$ cat config.mk
export PLATFORM = sky130hd
export DESIGN_NAME = coalescing_event_mailbox_unit
export DESIGN_NICKNAME = d
export VERILOG_FILES = /design/src/rtl/cemb_pkg.sv /design/src/rtl/cemb_ctrl.sv /design/src/rtl/cemb_dp.sv /design/src/rtl/coalescing_event_mailbox_unit.sv
export SDC_FILE = /design/constraint.sdc
export NUM_CORES = 2
export LEC_CHECK = 0
export BUFFER_PORTS_ARGS = -buffer_cell sky130_fd_sc_hd__buf_2
export CAP_MARGIN = 25
export CORE_UTILIZATION = 55
export DETAILED_ROUTE_END_ITERATION = 8
export GPL_TIMING_DRIVEN = 0
export HOLD_SLACK_MARGIN = 0.02
export PLACE_DENSITY = 0.78
export SLEW_MARGIN = 20
export SYNTH_ARGS = -nofsm -noshare
export SYNTH_HDL_FRONTEND = slang
export SYNTH_SLANG_ARGS = --single-unit
$ cat constraint.sdc
create_clock -name clock -period 9.9 [get_ports clock]
set_input_delay 1.485 -clock clock [delete_from_list [all_inputs] [get_ports clock]]
set_output_delay 1.485 -clock clock [all_outputs]
set_load 0.01 [all_outputs]
$ cat src/rtl/cemb_pkg.sv
`default_nettype none

package cemb_pkg;

   // Field widths fixed by the interface
   localparam int CMD_W  = 1;
   localparam int KIND_W = 3;
   localparam int CAP_W  = 6;
   localparam int FILL_W = 6;
   localparam int STAT_W = 2;

   // Capacity register value after reset
   localparam logic [CAP_W-1:0] CAP_RESET = 6'd32;

   // Operation codes
   localparam logic [CMD_W-1:0] CMD_PUSH = 1'b0;
   localparam logic [CMD_W-1:0] CMD_POP  = 1'b1;

   // Event kinds
   localparam logic [KIND_W-1:0] KIND_STATE    = 3'd0;
   localparam logic [KIND_W-1:0] KIND_POSITION = 3'd1;
   localparam logic [KIND_W-1:0] KIND_FRAME    = 3'd2;

   // Terminal states carried in the low bits of a state-changed payload
   localparam logic [2:0] STATE_SHUTDOWN = 3'd6;
   localparam logic [2:0] STATE_ERROR    = 3'd7;

   // Push status codes
   localparam logic [STAT_W-1:0] ST_APPENDED  = 2'd0;
   localparam logic [STAT_W-1:0] ST_COALESCED = 2'd1;
   localparam logic [STAT_W-1:0] ST_FULL      = 2'd2;
   localparam logic [STAT_W-1:0] ST_ZERO_CAP  = 2'd3;

   // Controller to datapath
   typedef struct packed {
      logic capture;  // latch the accepted request
      logic commit;   // execute it and load the response register
   } cemb_cmd_type;

   // Datapath to controller
   typedef struct packed {
      logic out_busy; // response register holds a transfer not yet taken
   } cemb_sts_type;

endpackage

`default_nettype wire

$ cat src/rtl/cemb_ctrl.sv
`default_nettype none

module cemb_ctrl
   import cemb_pkg::*;
(
   input  wire logic         clock,
   input  wire logic         reset,
   input  wire logic         req_valid,
   output logic              req_ready,
   input  wire cemb_sts_type sts,
   output cemb_cmd_type      cmd
);

   typedef enum logic [1:0] {
      S_IDLE = 2'b01,
      S_EXEC = 2'b10
   } state_type;

   state_type state_ff;
   state_type state_in;

   // Handshake and commands
   assign req_ready   = (state_ff == S_IDLE);
   assign cmd.capture = req_valid && (state_ff == S_IDLE);
   assign cmd.commit  = (state_ff == S_EXEC) && !sts.out_busy;

   // Next state
   always_comb begin
      state_in = state_ff;
      unique case (state_ff)
         S_IDLE: begin
            if (req_valid) state_in = S_EXEC;
         end
         S_EXEC: begin
            if (!sts.out_busy) state_in = S_IDLE;
         end
         default: begin
            state_in = S_IDLE;
         end
      endcase
   end

   always_ff @(posedge clock) begin
      if (reset) state_ff <= S_IDLE;
      else       state_ff <= state_in;
   end

endmodule

`default_nettype wire

$ cat src/rtl/cemb_dp.sv
`default_nettype none

module cemb_dp
   import cemb_pkg::*;
#(
   parameter int QUEUE_DEPTH  = 32,
   parameter int PAYLOAD_BITS = 64
) (
   input  wire logic                     clock,
   input  wire logic                     reset,
   input  wire cemb_cmd_type             cmd,
   output cemb_sts_type                  sts,
   input  wire logic [CMD_W-1:0]         req_cmd,
   input  wire logic [KIND_W-1:0]        req_event_kind,
   input  wire logic [PAYLOAD_BITS-1:0]  req_event_payload,
   input  wire logic                     csr_we,
   input  wire logic [CAP_W-1:0]         csr_wdata,
   output logic                          rsp_valid,
   input  wire logic                     rsp_ready,
   output logic [STAT_W-1:0]             rsp_push_status,
   output logic                          rsp_pop_valid,
   output logic [KIND_W-1:0]             rsp_pop_kind,
   output logic [PAYLOAD_BITS-1:0]       rsp_pop_payload,
   output logic [FILL_W-1:0]             rsp_fill_level
);

   localparam int IDX_W      = $clog2(QUEUE_DEPTH);
   localparam int SUM_W      = ((IDX_W > FILL_W) ? IDX_W : FILL_W) + 1;
   localparam int DEPTH_CLIP = (QUEUE_DEPTH > 63) ? 63 : QUEUE_DEPTH;

   // Slot storage
   logic [KIND_W-1:0]       slot_kind_ff    [QUEUE_DEPTH];
   logic [PAYLOAD_BITS-1:0] slot_payload_ff [QUEUE_DEPTH];

   // Queue bookkeeping
   logic [CAP_W-1:0]  cap_ff,     cap_in;
   logic [IDX_W-1:0]  head_ff,    head_in;
   logic [FILL_W-1:0] count_ff,   count_in;
   logic              pos_q_ff,   pos_q_in;
   logic [IDX_W-1:0]  pos_slot_ff, pos_slot_in;
   logic              frm_q_ff,   frm_q_in;
   logic [IDX_W-1:0]  frm_slot_ff, frm_slot_in;

   // Latched request
   logic [CMD_W-1:0]        op_ff;
   logic [KIND_W-1:0]       kind_ff;
   logic [PAYLOAD_BITS-1:0] payload_ff;

   // Response register
   logic                    rsp_valid_ff,  rsp_valid_in;
   logic [STAT_W-1:0]       status_ff,     status_in;
   logic                    pop_valid_ff,  pop_valid_in;
   logic [FILL_W-1:0]       fill_ff;
   logic [KIND_W-1:0]       rd_kind_ff;
   logic [PAYLOAD_BITS-1:0] rd_payload_ff;

   // Decision terms
   logic [CAP_W-1:0]  eff_cap;
   logic [CAP_W-1:0]  limit;
   logic [SUM_W-1:0]  tail_sum;
   logic [IDX_W-1:0]  tail;
   logic [IDX_W-1:0]  wr_addr;
   logic              mem_we;
   logic              rd_en;
   logic              terminal;

   assign sts.out_busy = rsp_valid_ff && !rsp_ready;

   // Effective capacity and tail slot
   assign eff_cap  = (cap_ff > CAP_W'(DEPTH_CLIP)) ? CAP_W'(DEPTH_CLIP) : cap_ff;
   assign terminal = (kind_ff == KIND_STATE) &&
                     ((payload_ff[2:0] == STATE_SHUTDOWN) ||
                      (payload_ff[2:0] == STATE_ERROR));
   assign limit    = terminal ? eff_cap : (eff_cap - CAP_W'(1));
   assign tail_sum = SUM_W'(head_ff) + SUM_W'(count_ff);
   assign tail     = (tail_sum >= SUM_W'(QUEUE_DEPTH)) ?
                     IDX_W'(tail_sum - SUM_W'(QUEUE_DEPTH)) : IDX_W'(tail_sum);

   // Push / pop decision
   always_comb begin
      cap_in       = csr_we ? csr_wdata : cap_ff;
      head_in      = head_ff;
      count_in     = count_ff;
      pos_q_in     = pos_q_ff;
      pos_slot_in  = pos_slot_ff;
      frm_q_in     = frm_q_ff;
      frm_slot_in  = frm_slot_ff;
      status_in    = ST_APPENDED;
      pop_valid_in = 1'b0;
      mem_we       = 1'b0;
      rd_en        = 1'b0;
      wr_addr      = tail;
      if (cmd.commit) begin
         if (op_ff == CMD_PUSH) begin
            priority if (eff_cap == '0) begin
               status_in = ST_ZERO_CAP;
            end else if ((kind_ff == KIND_POSITION) && pos_q_ff) begin
               status_in = ST_COALESCED;
               mem_we    = 1'b1;
               wr_addr   = pos_slot_ff;
            end else if ((kind_ff == KIND_FRAME) && frm_q_ff) begin
               status_in = ST_COALESCED;
               mem_we    = 1'b1;
               wr_addr   = frm_slot_ff;
            end else if (count_ff >= limit) begin
               status_in = ST_FULL;
            end else begin
               mem_we   = 1'b1;
               count_in = count_ff + FILL_W'(1);
               if (kind_ff == KIND_POSITION) begin
                  pos_q_in    = 1'b1;
                  pos_slot_in = tail;
               end
               if (kind_ff == KIND_FRAME) begin
                  frm_q_in    = 1'b1;
                  frm_slot_in = tail;
               end
            end
         end else if (count_ff != '0) begin
            pop_valid_in = 1'b1;
            rd_en        = 1'b1;
            count_in     = count_ff - FILL_W'(1);
            head_in      = (head_ff == IDX_W'(QUEUE_DEPTH - 1)) ? '0 : head_ff + IDX_W'(1);
            if (pos_q_ff && (pos_slot_ff == head_ff)) pos_q_in = 1'b0;
            if (frm_q_ff && (frm_slot_ff == head_ff)) frm_q_in = 1'b0;
         end
      end
   end

   // Response valid: loaded on commit, dropped when taken
   always_comb begin
      priority if (cmd.commit) rsp_valid_in = 1'b1;
      else if (rsp_ready)      rsp_valid_in = 1'b0;
      else                     rsp_valid_in = rsp_valid_ff;
   end

   // Control registers
   always_ff @(posedge clock) begin
      if (reset) begin
         cap_ff       <= CAP_RESET;
         head_ff      <= '0;
         count_ff     <= '0;
         pos_q_ff     <= 1'b0;
         pos_slot_ff  <= '0;
         frm_q_ff     <= 1'b0;
         frm_slot_ff  <= '0;
         rsp_valid_ff <= 1'b0;
      end else begin
         cap_ff       <= cap_in;
         head_ff      <= head_in;
         count_ff     <= count_in;
         pos_q_ff     <= pos_q_in;
         pos_slot_ff  <= pos_slot_in;
         frm_q_ff     <= frm_q_in;
         frm_slot_ff  <= frm_slot_in;
         rsp_valid_ff <= rsp_valid_in;
      end
   end

   // Request latch and response fields
   always_ff @(posedge clock) begin
      if (cmd.capture) begin
         op_ff      <= req_cmd;
         kind_ff    <= req_event_kind;
         payload_ff <= req_event_payload;
      end
      if (cmd.commit) begin
         status_ff    <= status_in;
         pop_valid_ff <= pop_valid_in;
         fill_ff      <= count_in;
      end
   end

   // Slot memory: one write port, one registered read port at the head
   always_ff @(posedge clock) begin
      if (mem_we) begin
         slot_kind_ff[wr_addr]    <= kind_ff;
         slot_payload_ff[wr_addr] <= payload_ff;
      end
      if (rd_en) begin
         rd_kind_ff    <= slot_kind_ff[head_ff];
         rd_payload_ff <= slot_payload_ff[head_ff];
      end
   end

   // Outputs; popped fields read as zero unless a pop returned an entry
   assign rsp_valid       = rsp_valid_ff;
   assign rsp_push_status = status_ff;
   assign rsp_pop_valid   = pop_valid_ff;
   assign rsp_pop_kind    = pop_valid_ff ? rd_kind_ff : '0;
   assign rsp_pop_payload = pop_valid_ff ? rd_payload_ff : '0;
   assign rsp_fill_level  = fill_ff;

endmodule

`default_nettype wire

$ cat src/rtl/coalescing_event_mailbox_unit.sv
// Coalescing event mailbox: a bounded queue of typed events.
// Request channel (req_valid/req_ready): req_cmd selects push or pop;
// req_event_kind and req_event_payload carry the event for a push.
// Response channel (rsp_valid/rsp_ready): one transfer per request with
// push status, popped entry (zero when none) and fill level after the op.
// Position and frame-presented pushes overwrite their queued entry in place;
// ordinary events use at most capacity minus one slots, the last one is
// kept for Shutdown/Error state changes.
// Config: csr_we with csr_wdata writes the capacity; write only while idle.
// An accepted request is latched, then executed in the execute state, which
// loads the response register; no new request is accepted until then, set by
// the accept/execute sequence of the controller around the slot memory.
// The response register decouples the sides: when the receiver stalls, the
// next request is still accepted and waits in the execute state until the
// held response is taken.
// Reset (synchronous): queue empty, capacity 32, no response pending; slot
// contents are not cleared.
`default_nettype none

module coalescing_event_mailbox_unit
   import cemb_pkg::*;
#(
   parameter int QUEUE_DEPTH  = 32,
   parameter int PAYLOAD_BITS = 64
) (
   input  wire logic                     clock,
   input  wire logic                     reset,
   input  wire logic                     req_valid,
   output logic                          req_ready,
   input  wire logic [CMD_W-1:0]         req_cmd,
   input  wire logic [KIND_W-1:0]        req_event_kind,
   input  wire logic [PAYLOAD_BITS-1:0]  req_event_payload,
   output logic                          rsp_valid,
   input  wire logic                     rsp_ready,
   output logic [STAT_W-1:0]             rsp_push_status,
   output logic                          rsp_pop_valid,
   output logic [KIND_W-1:0]             rsp_pop_kind,
   output logic [PAYLOAD_BITS-1:0]       rsp_pop_payload,
   output logic [FILL_W-1:0]             rsp_fill_level,
   input  wire logic                     csr_we,
   input  wire logic [CAP_W-1:0]         csr_wdata
);

   cemb_cmd_type cmd;
   cemb_sts_type sts;

   // Sequencer
   cemb_ctrl u_ctrl (
      .clock     (clock),
      .reset     (reset),
      .req_valid (req_valid),
      .req_ready (req_ready),
      .sts       (sts),
      .cmd       (cmd)
   );

   // Queue state, slot memory and response register
   cemb_dp #(
      .QUEUE_DEPTH  (QUEUE_DEPTH),
      .PAYLOAD_BITS (PAYLOAD_BITS)
   ) u_dp (
      .clock             (clock),
      .reset             (reset),
      .cmd               (cmd),
      .sts               (sts),
      .req_cmd           (req_cmd),
      .req_event_kind    (req_event_kind),
      .req_event_payload (req_event_payload),
      .csr_we            (csr_we),
      .csr_wdata         (csr_wdata),
      .rsp_valid         (rsp_valid),
      .rsp_ready         (rsp_ready),
      .rsp_push_status   (rsp_push_status),
      .rsp_pop_valid     (rsp_pop_valid),
      .rsp_pop_kind      (rsp_pop_kind),
      .rsp_pop_payload   (rsp_pop_payload),
      .rsp_fill_level    (rsp_fill_level)
   );

endmodule

`default_nettype wire
Word-level counts from Yosys, hierarchy flattened
Memory sizes are Yosys's and may differ from the RTL's. A register that Yosys moved wholly into a read port is not among the register bits. Cells that the tools add are included. W data, S select, Z words.

Add/subtract/negate cells: 6. $lt $le $gt $ge: 3. Eq/ne operators: 18. Multiplexer cells: 54. Bitwise gates (word level): 5. Reductions and logical operators: 23.

Operator list (number): $mux W64 (1); $mux W6 (9); $mux W5 (7); $mux W1 (29); $reduce_and A8 Y1 (2); $reduce_and A7 Y1 (2); $mux W2 (6); $sub A6 B1 Y6 const B (2); $eq A5 B5 Y1 (2); $ne A2 B2 Y1 const B (5); $logic_and A1 B1 Y1 (8); $ne A2 B1 Y1 const B (4); $add A5 B6 Y7 (1); $ge A7 B6 Y1 const B (1); $add A6 B1 Y6 const B (1); $eq A3 B3 Y1 const B (2); $ge A6 B6 Y1 (1); $gt A6 B6 Y1 const B (1); $logic_not A6 Y1 (1); $reduce_bool A2 Y1 (3); $reduce_bool A6 Y1 (1); $add A5 B1 Y5 const B (1); $eq A5 B5 Y1 const B (1); $not A1 Y1 (5); other kinds (12) (13).

Register bits after elaboration: 109. Bits in writable memories: 2144. Output and inout port bits: 78. Logic and storage cells: 126. Memories: 2.

Memory list: u_dp.slot_payload_ff (depth 32, width 64, rd ports 1, clocked after memory_dff 1, wr ports 1, line cemb_dp.sv:33) `logic [PAYLOAD_BITS-1:0] slot_payload_ff [QUEUE_DEPTH];`; u_dp.slot_kind_ff (depth 32, width 3, rd ports 1, clocked after memory_dff 1, wr ports 1, line cemb_dp.sv:32) `logic [KIND_W-1:0] slot_kind_ff [QUEUE_DEPTH];`.

Depth between registers and ports, before layout
Depth in word-level cells: 13. Depth in mapped cells: 13. Mapped depth without buffers: 13.

Modules after synthesis
From an unflattened synthesis, not the netlist that was laid out.

Cell total of the unflattened synthesis: 3608. Area, all modules: 88452.3 µm².

Modules (own cells, without submodules): cemb_dp (times used 1, cells each 3599, area each 88364.7 µm², sequential area each 69306.5 µm²); cemb_ctrl (times used 1, cells each 9, area each 87.6 µm², sequential area each 40.0 µm²).

Least setup slack after synthesis
OpenSTA, ideal clock, no wires.

Path kind: reg-to-reg. From: reg u_dp.kind_ff[1]. To: mem u_dp.slot_kind_ff[11][0], enable pin. Arrival time: 6.087 ns. Slack: 3.320 ns. Stages on the path, launching flop included: 12. Path through: edfxtp_1 nor4_1 nand2b_1 o311ai_0 o21a_1 ha_1 nand2_1 o21a_1 o21a_1 a21oi_1 or4_1 nor2_1.

Cells in the longest elaborated chain, start to end: 12.

Ends and longest elaborated chain: start, declared (line cemb_dp.sv:46) `logic [KIND_W-1:0] kind_ff;`; start signal, assigned (line cemb_dp.sv:164) `kind_ff <= req_event_kind;`; $logic_not A3 Y1 (line cemb_dp.sv:71) `assign terminal = (kind_ff == KIND_STATE) &&`; $logic_and A1 B1 Y1 (line cemb_dp.sv:71); $mux W6 (line cemb_dp.sv:74) `assign limit = terminal ? eff_cap : (eff_cap - CAP_W'(1));`; $ge A6 B6 Y1 (line cemb_dp.sv:105) `end else if (count_ff >= limit) begin`; $mux W1 (line cemb_dp.sv:105); $mux W1 (line cemb_dp.sv:101) `end else if ((kind_ff == KIND_FRAME) && frm_q_ff) begin`; $mux W1 (line cemb_dp.sv:97) `end else if ((kind_ff == KIND_POSITION) && pos_q_ff) begin`; $mux W1 (line cemb_dp.sv:95) `priority if (eff_cap == '0) begin`; $mux W1 (line cemb_dp.sv:94) `if (op_ff == CMD_PUSH) begin`; $mux W1 (line cemb_dp.sv:93) `if (cmd.commit) begin`; $mux W1 (line cemb_dp.sv:176) `if (mem_we) begin`; $mux W1 (not written as such) (line cemb_dp.sv:177) `slot_kind_ff[wr_addr] <= kind_ff;`; end, declared (line cemb_dp.sv:32).

Several ways; a longest one is shown, not always the timed one.

Worst setup path after layout
From: reg u_dp.payload_ff[2]. To: mem u_dp.slot_payload_ff[16][37], enable pin.

Cells in the longest elaborated chain, start to end: 13.

Ends and longest elaborated chain: start, declared (line cemb_dp.sv:47) `logic [PAYLOAD_BITS-1:0] payload_ff;`; start signal, assigned (line cemb_dp.sv:165) `payload_ff <= req_event_payload;`; $eq A3 B3 Y1, on equally long branches (line cemb_dp.sv:72, cemb_dp.sv:73); $logic_or A1 B1 Y1 (*) (line cemb_dp.sv:72) `((payload_ff[2:0] == STATE_SHUTDOWN) ||`; $logic_and A1 B1 Y1 (*) (line cemb_dp.sv:71); $mux W6 (*) (line cemb_dp.sv:74); $ge A6 B6 Y1 (*) (line cemb_dp.sv:105); $mux W1 (*) (line cemb_dp.sv:105); $mux W1 (*) (line cemb_dp.sv:101); $mux W1 (*) (line cemb_dp.sv:97); $mux W1 (*) (line cemb_dp.sv:95); $mux W1 (*) (line cemb_dp.sv:94); $mux W1 (*) (line cemb_dp.sv:93); $mux W1 (*) (line cemb_dp.sv:176); $mux W1 (not written as such) (*) (line cemb_dp.sv:178) `slot_payload_ff[wr_addr] <= payload_ff;`; end, declared (line cemb_dp.sv:33).

Mark *: on every way between the ends. The rest lies on a longest branch, timed or not.

==> impl_metrics.ini <==
[outcome]
status = finished clean

[drt]
final_antenna_net_count = 0
initialDrtViolationCount = 7472
wirelength_um = 246000
drt_first_pass_iters = 7
avgViaCountPerCell = 6.99
avgRoutedWirePerCell_um = 38.5
remaining_drc_errors = 0
vias = 44700

[sta]
final.min_clock_period_ns = 5.99
final_hold_vios = 0
final_critical_path_setup_slack_ns = 3.91
max_slew_margin_pct = 24.3
whs_ns = 0.516
setup_viol = 0
timing.fmax_mhz = 167
fin_skew_ns = 0.0378
drv_slew = 0
setup_repair_after_global_routing_missed_its_margin = no
worst_max_slew_pin_slew_ns = 1.14
final_cycle_share_pct = 60.5

[synthesis]
synth_top_cell_area_share_pct = 77.9
synth_area_in_compound_gates_pct = 0.476
netlist_top_cells_count = sky130_fd_sc_hd__edfxtp_1 (2,288), sky130_fd_sc_hd__mux4_2 (670), sky130_fd_sc_hd__clkbuf_1 (104)
largest_family_of_logic_cells_by_synthesized_area = multiplexers
mappedNetlistNets = 3691
yosys-mux-area-fraction_pct = 18.2
synth-xor-area-share_pct = 0.159
yosysSeqAreaShare_pct = 78.6
synthesis.area_per_instance_um2 = 24.5
number_of_flops_mapped_to_enable_cells_by_yosys = 2288
syn_inst = 3595
synthesis.yosys.warnings = 0
synth_seq_cells = 2320
post_synth_fa_ha_maj_area_fraction_pct = 0.250
synth.largest_area_cell = sky130_fd_sc_hd__edfxtp_1
synth-simple-area-share_pct = 1.42
yosysMostFrequentCell = sky130_fd_sc_hd__edfxtp_1
synth-main-ff-cell = sky130_fd_sc_hd__edfxtp_1
synthesis.area_um2 = 88200
synth_area_leaders = sky130_fd_sc_hd__edfxtp_1 (78%), sky130_fd_sc_hd__mux4_2 (17%), sky130_fd_sc_hd__mux2_2 (0.88%)
synthDistinctLibCells = 60
synth_async_sr_flop_share_pct = 0

[placed_design]
worst_case_setup_slack_after_placement_ns = 4.01
routabilityCongestion = 0.824
detailedPlacementHpwl_um = 140000
io_buffers = 155
placedInstanceArea_um2 = 95100

[layout]
final_net_count = 4229
areaGrowthSynthToFinish_pct = 16.0
final_util_pct = 64.5
fin_area_um2 = 102000
drive_above_1_share_pct = 34.8
fillers = 9320

[floorplan]
die_width_um = 403
die_footprint_um2 = 162000
floorplan.initialDensity_pct = 55.6
die_h_um = 403
boundaryPins = 157
coreArea_um2 = 159000
row_count = 146

[power]
worst_ir_drop_vdd_v = 0.000197
leakage_nw = 31.5
power_frac_comb_pct = 0.6
power-per-cell-area_nw_per_um2 = 190
clkPwrFrac_pct = 43.1
design_power_total_w = 0.0195
p_int_w = 0.0155
swShare_pct = 20.6
switchingPower_w = 0.00401
pwr-share-seq_pct = 56.3

[global_route]
grt_first_pass_wirelength_um = 342000
grt-ovfl-total = 0
first_global_vias = 45000
largest_net_degree_at_the_start_of_global_routing = 45
grt_util_all_layers_pct = 30.6
grt_antenna_before_repair = 11

[critical_path]
cp.arrival_ns = 6.55
cp_num_buf_inv = 2
crit_path_cell_trace = nand2_1 > nor4_2 > nand2b_1 > o311ai_0 > o21a_1 > ha_1 > nand2_1 > o21a_1 > o21ai_1 > o31ai_1 > nand4_1 > nor2_4 > buf_16 > buf_16
crit_path_start_kind = register
timing.setup.critical_path_class = register to register
path_max_fanout = 33
critical_path_endpoint_category = register
critPathMaxStageDelay_ns = 0.97
crit_required_ns = 10.46
delay_heaviest_family_cp = simple AND/OR/NAND/NOR gates
crit_slowest_cell = sky130_fd_sc_hd__edfxtp_1

[flow_run]
drv_cap = 0

[clocking]
numClockSinks = 2320
clkTransAtPathRegs_ns = 0.06
cts_hold_repair.buffers = 0
max-clock-path-buffers = 3
clk-insertion-delay-late_ns = 0.88
cts_post_setup_buffers_inserted = 0
h_tree_depth = 4
cts_made_buffers = 217
tritoncts = done
cts_repair_resize_count = 0
clock_root_buffer = sky130_fd_sc_hd__clkbuf_16

[worst_hold_path]
hold_wc_path_type = register to register
-- state kept, by name, indices dropped and copies added, names as in the netlist --
| register | count |
|---|---|
| u_dp.rsp_pop_valid | 1 |
| u_dp.rsp_fill_level | 6 |
| u_dp.pos_slot_ff | 5 |
| u_dp.cap_ff | 6 |
| u_dp.rd_payload_ff | 64 |
| u_dp.op_ff | 1 |
| u_dp.rsp_push_status | 2 |
| u_dp.frm_slot_ff | 5 |
| u_dp.rsp_valid | 1 |
| u_dp.slot_kind_ff | 96 |
| u_dp.kind_ff | 3 |
| u_dp.frm_q_ff | 1 |
| u_ctrl.state_ff | 2 |
| u_dp.payload_ff | 64 |
| u_dp.head_ff | 5 |
| u_dp.pos_q_ff | 1 |
| u_dp.rd_kind_ff | 3 |
| u_dp.slot_payload_ff | 2048 |
| u_dp.count_ff | 6 |
-- cells in the final DEF (no fill, tap or decap), types with 51 or more instances in the layout --
cell	netlist	final
sky130_fd_sc_hd__and2_1	69	68
sky130_fd_sc_hd__buf_12	0	77
sky130_fd_sc_hd__buf_16	0	53
sky130_fd_sc_hd__buf_2	53	210
sky130_fd_sc_hd__clkbuf_1	104	128
sky130_fd_sc_hd__clkbuf_16	0	221
sky130_fd_sc_hd__clkinv_2	0	51
sky130_fd_sc_hd__edfxtp_1	2288	2288
sky130_fd_sc_hd__mux2_2	69	69
sky130_fd_sc_hd__mux4_2	670	670
-- final cells by class --
class	count	area [µm²]	share of cell area (%)
antenna	8	20.0	0.0196
buffer	176	758	0.741
clock buffer	260	5680	5.55
clock inverter	142	1310	1.28
inverter	15	61.3	0.0599
multi-input combinational	1084	18300	17.9
sequential	2320	69300	67.8
tap	2072	2590	2.53
timing repair buffer	319	4240	4.14
-- path summary, 6_finish.rpt --
path	depth (start not counted)	end	slack [ns]	startpoint
max	14	u_dp.slot_payload_ff[16][37]	3.91	u_dp.payload_ff[2]
min	2	u_dp.frm_slot_ff[4]	0.52	u_dp.frm_slot_ff[4]
max reg2reg	14	u_dp.slot_payload_ff[16][37]	3.91	u_dp.payload_ff[2]
min reg2reg	2	u_dp.frm_slot_ff[4]	0.52	u_dp.frm_slot_ff[4]
-- metrics by stage --
stage,setup TNS [ns],std cells
final,0,6396
after global routing,0,6389
after CTS,0,6370
after detailed placement,0,5968
after global placement,-2817.26,5822
after floorplan,0,3595
-- power by group through the flow --
stage / clock network, W / registers [W] / logic (W)
global placement: 0 / 0.0112 / 0.0000757
detailed placement: 0 / 0.0112 / 0.0000892
finish: 0.00839 / 0.0110 / 0.000113
floorplan: 0 / 0.0111 / 0.0000364
CTS: 0.00842 / 0.0110 / 0.0000913
global route: 0.00875 / 0.0110 / 0.000120
-- metal layers --
layer | GRT usage, % | share of wire, %
met1 | 39.7 | 34
met2 | 49.9 | 49
met3 | 7.16 | 12
met5 | 0 | 0.021
met4 | 13.2 | 4.7
-- kinds of logic after synthesis --
logic type,Yosys count
AOI/OAI and AO/OA,63
xor gates and xnor gates,16
adders and majority gates,17
buffers and inverters,191
DFF,2320
muxes,757
and+or+nand+nor,231
-- worst reg2reg max path, cell delays in order (launching register included) --
cell	delay (ns)
sky130_fd_sc_hd__edfxtp_1	0.97
sky130_fd_sc_hd__nand2_1	0.23
sky130_fd_sc_hd__nor4_2	0.63
sky130_fd_sc_hd__nand2b_1	0.26
sky130_fd_sc_hd__o311ai_0	0.13
sky130_fd_sc_hd__o21a_1	0.14
sky130_fd_sc_hd__ha_1	0.28
sky130_fd_sc_hd__nand2_1	0.06
sky130_fd_sc_hd__o21a_1	0.13
sky130_fd_sc_hd__o21ai_1	0.22
sky130_fd_sc_hd__o31ai_1	0.65
sky130_fd_sc_hd__nand4_1	0.56
sky130_fd_sc_hd__nor2_4	0.92
sky130_fd_sc_hd__buf_16	0.27
sky130_fd_sc_hd__buf_16	0.21
Note: power is estimated with default switching activity, not from simulation.
